===== src/rtl/assert_macros.svh =====
// ----------------------------------------------------------------------------
// Assertion macros
// Shared concurrent assertion forms used by the RTL of the heart rate block.
// ----------------------------------------------------------------------------
`ifndef ASSERT_MACROS_SVH
`define ASSERT_MACROS_SVH

// Condition must hold at every clock edge outside reset.
`define ASSERT_ALWAYS(lbl, clk, rst_n, cond) \
    lbl: assert property (@(posedge clk) disable iff (!rst_n) (cond)) \
        else $error("assertion failed");

// Consequent must hold in the same cycle as the antecedent.
`define ASSERT_IMPLIES(lbl, clk, rst_n, ante, cons) \
    lbl: assert property (@(posedge clk) disable iff (!rst_n) (ante) |-> (cons)) \
        else $error("assertion failed");

// Consequent must hold in the cycle after the antecedent.
`define ASSERT_NEXT(lbl, clk, rst_n, ante, cons) \
    lbl: assert property (@(posedge clk) disable iff (!rst_n) (ante) |=> (cons)) \
        else $error("assertion failed");

`endif


===== src/rtl/hrpb_pkg.sv =====
// ----------------------------------------------------------------------------
// hrpb_pkg
// Types and constants shared by the heart rate peak and BPM estimator.
// ----------------------------------------------------------------------------
package hrpb_pkg;

    // Default depth of the beat interval window.
    localparam int WINDOW_DEF = 500;

    // Field widths.
    localparam int SAMPLE_W = 16;
    localparam int TIME_W   = 32;
    localparam int BPM_W    = 16;
    localparam int CFG_W    = 16;
    localparam int CFG_IDX_W = 1;

    // Register reset values.
    localparam logic [CFG_W-1:0] PEAK_MARGIN_RST  = 16'd1000;
    localparam logic [CFG_W-1:0] REARM_MARGIN_RST = 16'd500;

    // Beats per minute from an average interval in milliseconds.
    localparam logic [BPM_W-1:0] BPM_NUMERATOR = 16'd60000;
    localparam logic [BPM_W-1:0] BPM_ZERO_AVG  = 16'd60;

    // Shared divider: divisor width and the width of its step counter.
    localparam int DIV_DEN_W  = 32;
    localparam int DIV_STEP_W = 6;

    // Configuration register indexes.
    typedef enum logic [CFG_IDX_W-1:0] {
        CFG_PEAK_MARGIN  = 1'b0,
        CFG_REARM_MARGIN = 1'b1
    } cfg_index_t;

    // Sequencer states.
    typedef enum logic [3:0] {
        S_IDLE,
        S_EVAL,
        S_UPDATE,
        S_DROP,
        S_DIV1,
        S_DIV1_WAIT,
        S_DIV2,
        S_DIV2_WAIT,
        S_OUT
    } state_t;

    // Command to the shared divider.
    typedef struct packed {
        logic                  start;
        logic [DIV_STEP_W-1:0] steps;
    } div_cmd_t;

endpackage


===== src/rtl/hrpb_divider.sv =====
// ----------------------------------------------------------------------------
// hrpb_divider
// Restoring divider, one quotient bit per cycle, shared by both divisions.
// ----------------------------------------------------------------------------
module hrpb_divider #(
    parameter int NUM_W = 41
) (
    input  logic                             clk,
    input  logic                             rst_n,
    input  hrpb_pkg::div_cmd_t               cmd,
    input  logic [NUM_W-1:0]                 dividend,
    input  logic [hrpb_pkg::DIV_DEN_W-1:0]   divisor,
    output logic [NUM_W-1:0]                 quotient,
    output logic                             done
);

    localparam int DEN_W = hrpb_pkg::DIV_DEN_W;

    logic                            busy_reg;
    logic                            done_reg;
    logic [hrpb_pkg::DIV_STEP_W-1:0] cnt_reg;
    logic [NUM_W-1:0]                quo_reg;
    logic [DEN_W-1:0]                rem_reg;
    logic [DEN_W-1:0]                den_reg;

    logic [DEN_W:0] trial;
    logic [DEN_W:0] diff;
    logic           fits;

    // The dividend is shifted in from its top bit; after k steps the low k
    // bits of the shift register hold the quotient.
    assign trial = {rem_reg, quo_reg[NUM_W-1]};
    assign fits  = (trial >= {1'b0, den_reg});
    assign diff  = trial - {1'b0, den_reg};

    always_ff @(posedge clk or negedge rst_n)
    begin
        if (!rst_n)
        begin
            busy_reg <= 1'b0;
            done_reg <= 1'b0;
            cnt_reg  <= '0;
        end
        else
        begin
            done_reg <= 1'b0;
            if (cmd.start)
            begin
                busy_reg <= 1'b1;
                cnt_reg  <= cmd.steps;
            end
            else if (busy_reg)
            begin
                cnt_reg <= cnt_reg - 1'b1;
                if (cnt_reg == hrpb_pkg::DIV_STEP_W'(1))
                begin
                    busy_reg <= 1'b0;
                    done_reg <= 1'b1;
                end
            end
        end
    end

    always_ff @(posedge clk)
    begin
        if (cmd.start)
        begin
            quo_reg <= dividend;
            rem_reg <= '0;
            den_reg <= divisor;
        end
        else if (busy_reg)
        begin
            quo_reg <= {quo_reg[NUM_W-2:0], fits};
            rem_reg <= fits ? diff[DEN_W-1:0] : trial[DEN_W-1:0];
        end
    end

    assign quotient = quo_reg;
    assign done     = done_reg;

endmodule


===== config.mk =====
export PLATFORM = sky130hd
export DESIGN_NAME = hrpb_divider
export DESIGN_NICKNAME = d
export VERILOG_FILES = /design/src/rtl/assert_macros.svh /design/src/rtl/hrpb_pkg.sv /design/src/rtl/hrpb_divider.sv
export SDC_FILE = /design/constraint.sdc
export NUM_CORES = 1
export LEC_CHECK = 0
export ABC_CLOCK_PERIOD_IN_PS = 5500
export BUFFER_PORTS_ARGS = -buffer_cell sky130_fd_sc_hd__buf_2
export CORE_MARGIN = 8
export CORE_UTILIZATION = 50
export CTS_BUF_LIST = sky130_fd_sc_hd__clkbuf_4 sky130_fd_sc_hd__clkbuf_8
export CTS_CLUSTER_DIAMETER = 150
export DETAILED_ROUTE_END_ITERATION = 8
export PLACE_DENSITY = 0.73
export SLEW_MARGIN = 15
export SYNTH_ARGS = -nofsm -noshare
export SYNTH_HDL_FRONTEND = slang
export SYNTH_SLANG_ARGS = --single-unit

===== constraint.sdc =====
create_clock -name clk -period 5.5 [get_ports clk]
set_input_delay 1.375 -clock clk [delete_from_list [all_inputs] [get_ports clk]]
set_output_delay 1.375 -clock clk [all_outputs]
set_load 0.005 [all_outputs]

* Word level (Yosys, flattened, before mapping) *
Index checks and enable logic that the tools add are counted.

cells by class
  $add $sub $neg = 2
  order comparisons = 1
  eq/ne operators = 1
  muxes and demuxes = 11
  reductions and logical operators = 1

operator list
  operator                                              count
  two-way mux 41 bit                                    2
  >= comparator 33 x 32 -> 1 bit                        1
  two-way mux 32 bit                                    1
  subtractor 32 bit                                     1
  two-way mux 6 bit                                     2
  equality test 6 x 1 -> 1 bit (second input constant)  1
  two-way mux 1 bit                                     6
  subtractor 6 x 1 -> 6 bit (second input constant)     1
  nonzero test 2 bit                                    1

storage, ports and cells
  register bits = 113
  input bits = 82
  output and inout port bits = 42

* Logic depth before layout (Yosys ltp) *
  depth after elaboration = 4
  depth in mapped cells = 13

* Worst setup path after synthesis *
Ideal clock, no wire load.

  path kind = in2reg
  from = input cmd[6] (netlist bit)
  to = register quo_reg[0], in the netlist quotient[0] (enable)
  setup time = 0.381 ns
  arrival = 2.235 ns
  required time = 5.119 ns
  slack = 2.885 ns
  stages = 2
  path buffers = 1
  cells stage by stage = clkbuf_1 -> or2_2

between the ends
  cells in the longest elaborated chain, start to end = 1

RTL lines
  what                                 line                text
  start: declaration                   hrpb_divider.sv:10  input hrpb_pkg::div_cmd_t cmd,
  nonzero test 2 bit (no source line)  --
  end signal: assignment               hrpb_divider.sv:68  quo_reg <= dividend;
  end signal: assignment               hrpb_divider.sv:74  quo_reg <= {quo_reg[NUM_W-2:0], fits};
  end: declaration                     hrpb_divider.sv:22  logic [NUM_W-1:0] quo_reg;

No other way between the ends.
A chain may end at the register's enable or synchronous reset.

* Worst setup path after layout *
  from = register den_reg[20]
  to = register rem_reg[24]

between the ends
  cells in the longest elaborated chain, start to end = 2

RTL lines
  what                                                                 line                                    text
  start: declaration                                                   hrpb_divider.sv:24                      logic [DEN_W-1:0] den_reg;
  start signal: assignment                                             hrpb_divider.sv:70                      den_reg <= divisor;
  subtractor 32 bit or >= comparator 33 x 32 -> 1 bit (tied branches)  hrpb_divider.sv:34, hrpb_divider.sv:33
  two-way mux 32 bit (*)                                               hrpb_divider.sv:75                      rem_reg <= fits ? diff[DEN_W-1:0] : trial[DEN_W-1:0];
  end signal: assignment                                               hrpb_divider.sv:75
  end: declaration                                                     hrpb_divider.sv:23                      logic [DEN_W-1:0] rem_reg;

Every way passes the cells marked *; elsewhere a longest branch is shown, timed or not.

==> flow_summary_export.csv <==
group,metric,value,unit
layout,layout-drive-gt1-share,0.2817,
setup_path,path_cells,"inv_1, ha_1, nand2_1, nor2_2, a311oi_1, a211o_1, nand3_2, a21o_1, buf_4, mux2i_1, a211oi_1",
run_status,outcome,"finished, final reports clean",
sta,slew_viol_final,0,
cts,cts_root_buf,"clkbuf_8",
global_routing,gr-usage-all-layers,0.1889,
die,die_h,130.5,um
cts,cts_resized,0,
cts,clock_latency,0.45,ns
sta,worst_pin_slew,1.167,ns
routing,wl_met1,6630,um
logic_synthesis,synthTopCellsByArea,"edfxtp_1, dfxtp_1, mux2_2",
placement,dpl.hpwl,11070,um
cts,clk_pin_slew,0.07,ns
logic_synthesis,synth_seq_cells,113,
global_routing,overflow,0,
cts,post_cts_buffers,0,
logic_synthesis,syn_area_per_cell,10.44,sq um
routing,met2_length,6827,um
die,initial_core_util,0.5031,
pwr,irDropWorstVdd,0.2245,mV
routing,dr.pass1.iters,5,
logic_synthesis,synthArstFlopShare,0.07080,
logic_synthesis,yosys-top-cells-count,"edfxtp_1, nor2_1, a21oi_1",
pwr,powerDensity,447.8,nW/um^2
logic_synthesis,synth_area_leader_cell,"edfxtp_1",
die,num_rows,42,
sta,period_share,0.6036,
routing,viasPerCell,5.574,
sta,finalSetupTns,0,ns
routing,top_layer_used,"met4",
logic_synthesis,synth_top_area_frac,0.3344,
run,drv_cap,0,
logic_synthesis,yosysSeqAreaShare,0.4626,
placement,portBuffers,123,
setup_path,critPathSlowestCell,"a21o_1",
cts,cts_tree,"built",
cts,clockBufferDepth,2,
layout,final_area,7632,sq um
logic_synthesis,ys.flop_type,"edfxtp_1",
setup_path,crit_type,"flop to flop",
cts,htree_levels,4,
logic_synthesis,syn_inst,628,
logic_synthesis,yosysWarnings,0,
logic_synthesis,synth.most_common_cell,"edfxtp_1",
die,ios,124,
sta,rsz0062_at_grt,"false",
sta,hold_violations,0,
cts,cts_sinks,113,
layout,n_antenna_cell,0,
routing,detail-route-antenna-nets,0,
routing,wl_per_cell,16.52,um
routing,wl_met3,1586,um
logic_synthesis,syn_area,6556,sq um
global_routing,grt_pass1_vias,5342,
placement,place_area,7237,sq um
setup_path,crit_arrival,3.58,ns
logic_synthesis,synthesis.nets,745,
cts,holdBufCountCts,0,
routing,totalWireLength,15280,um
sta,fmax,301.2,MHz
logic_synthesis,synth-edff-count,73,
sta,fin_skew,0.01386,ns
die,die_width,130.5,um
global_routing,grt_max_degree,82,
placement,gp_congestion,0.8548,
sta,relSlewSlack,0.2221,
setup_path,worstSetupStartpointType,"flop",
setup_path,crit_path_end_kind,"flop",
global_routing,antenna_found_initial,0,
setup_path,path_max_fanout,15,
cts,cts_made_buffers,17,
sta,fin_crit,3.320,ns
routing,drcViolationCount,0,
global_routing,grt_pass1_wl,25240,um
setup_path,cp_data_required_time,5.76,ns
pwr,p_leak,3.273,nW
die,core,13030,sq um
sta,finalSetupViolCount,0,
setup_path,max_stage_delay,0.60,ns
logic_synthesis,ys_types,68,
layout,largest_reg_flops,41,
routing,vias,5156,
hold_path,hp-class,"flop to flop",
routing,drtIter0Drc,289,
die,dieArea,17030,sq um
layout,nNetsFinal,853,
layout,area_growth_syn_to_layout,16.41,%
[report_power, final]
group          internal (mW)  switching, mW
Clock                  0.438          0.346
Sequential              1.08          0.129
Combinational          0.631          0.790
Total                   2.15           1.27
[placed cells by master, fill, tap and decap left out, types with 4 or more instances in the layout]
cell type  count
a211oi_1      24
a21o_1         9
a21oi_1       42
a311oi_1       5
a31oi_1        4
buf_2        122
clkbuf_8      19
clkinv_2       4
dfrtp_1        7
dfxtp_1       32
edfxtp_1      73
ha_1          34
inv_1         41
mux2_2        41
mux2i_1       23
nand2_1       37
nand2b_1      11
nand3_1        8
nand4_1        8
nor2_1        49
nor3_1        13
nor3b_1        4
nor4_1         7
o211ai_1       6
o21ai_0       26
o21ai_1        4
o21bai_1       5
xnor2_1       17
xor2_1        14
[area by class of cell]
class,instances,area (sq um)
Fill cell,1156,5400
Multi-Input combinational cell,438,3196
Timing Repair Buffer,125,633.1
Inverter,41,153.9
Clock inverter,10,111.4
Clock buffer,22,284.0
Sequential cell,113,3034
Tap cell,176,220.2
[metrics by stage]
stage	total power, mW	utilization	hold slack, ns	instances	setup WS [ns]
floorplan	2.328	-	0.4612	628	2.885
global placement	2.597	0.5553	0.4742	893	2.121
detailed placement	2.635	0.5553	0.4875	893	2.035
CTS	3.437	0.5856	0.4973	925	2.157
global route	3.652	0.5856	0.5147	925	1.923
finish	3.418	0.5856	0.4938	925	2.180
[metal layers]
layer	vias to the layer above	track usage
met1	2408	0.2261
met5	-	0
met3	23	0.09456
met4	0	0.06752
li1	2528	-
met2	197	0.2877
[worst paths after layout]
check / from / endpoint / slack (ns) / depth (start not counted)
min in group asynchronous: rst_n / cnt_reg[0]$_DFFE_PN0P_ / 0.76 / 1
hold reg to reg: rem_reg[31]$_SDFFE_PP0P_ / rem_reg[31]$_SDFFE_PP0P_ / 0.49 / 2
setup reg to reg: den_reg[20]$_DFFE_PP_ / rem_reg[24]$_SDFFE_PP0P_ / 2.18 / 11
max in group asynchronous: rst_n / busy_reg$_DFF_PN0_ / 4.55 / 1
setup / recovery: den_reg[20]$_DFFE_PP_ / rem_reg[24]$_SDFFE_PP0P_ / 2.18 / 11
hold / removal: rem_reg[31]$_SDFFE_PP0P_ / rem_reg[31]$_SDFFE_PP0P_ / 0.49 / 2
[worst max-delay path: cells and delay by family, from the launching register on]
family,cells,cell delay [ns]
AOI/OAI and AO/OA,4,1.16
buffers and inverters,2,0.44
adders and majority gates,1,0.48
muxes,1,0.24
DFF,1,0.33
and+or+nand+nor,3,0.47
[logic make-up after synthesis]
logic type / Yosys count / synth area share
AOI/OAI and AO/OA: 149 / 0.1504
xor gates and xnor gates: 31 / 0.04141
adders and majority gates: 35 / 0.06794
buffers and inverters: 77 / 0.05000
DFF: 113 / 0.4626
muxes: 64 / 0.1055
and+or+nand+nor: 159 / 0.1221
(Power assumes the default switching activity.)
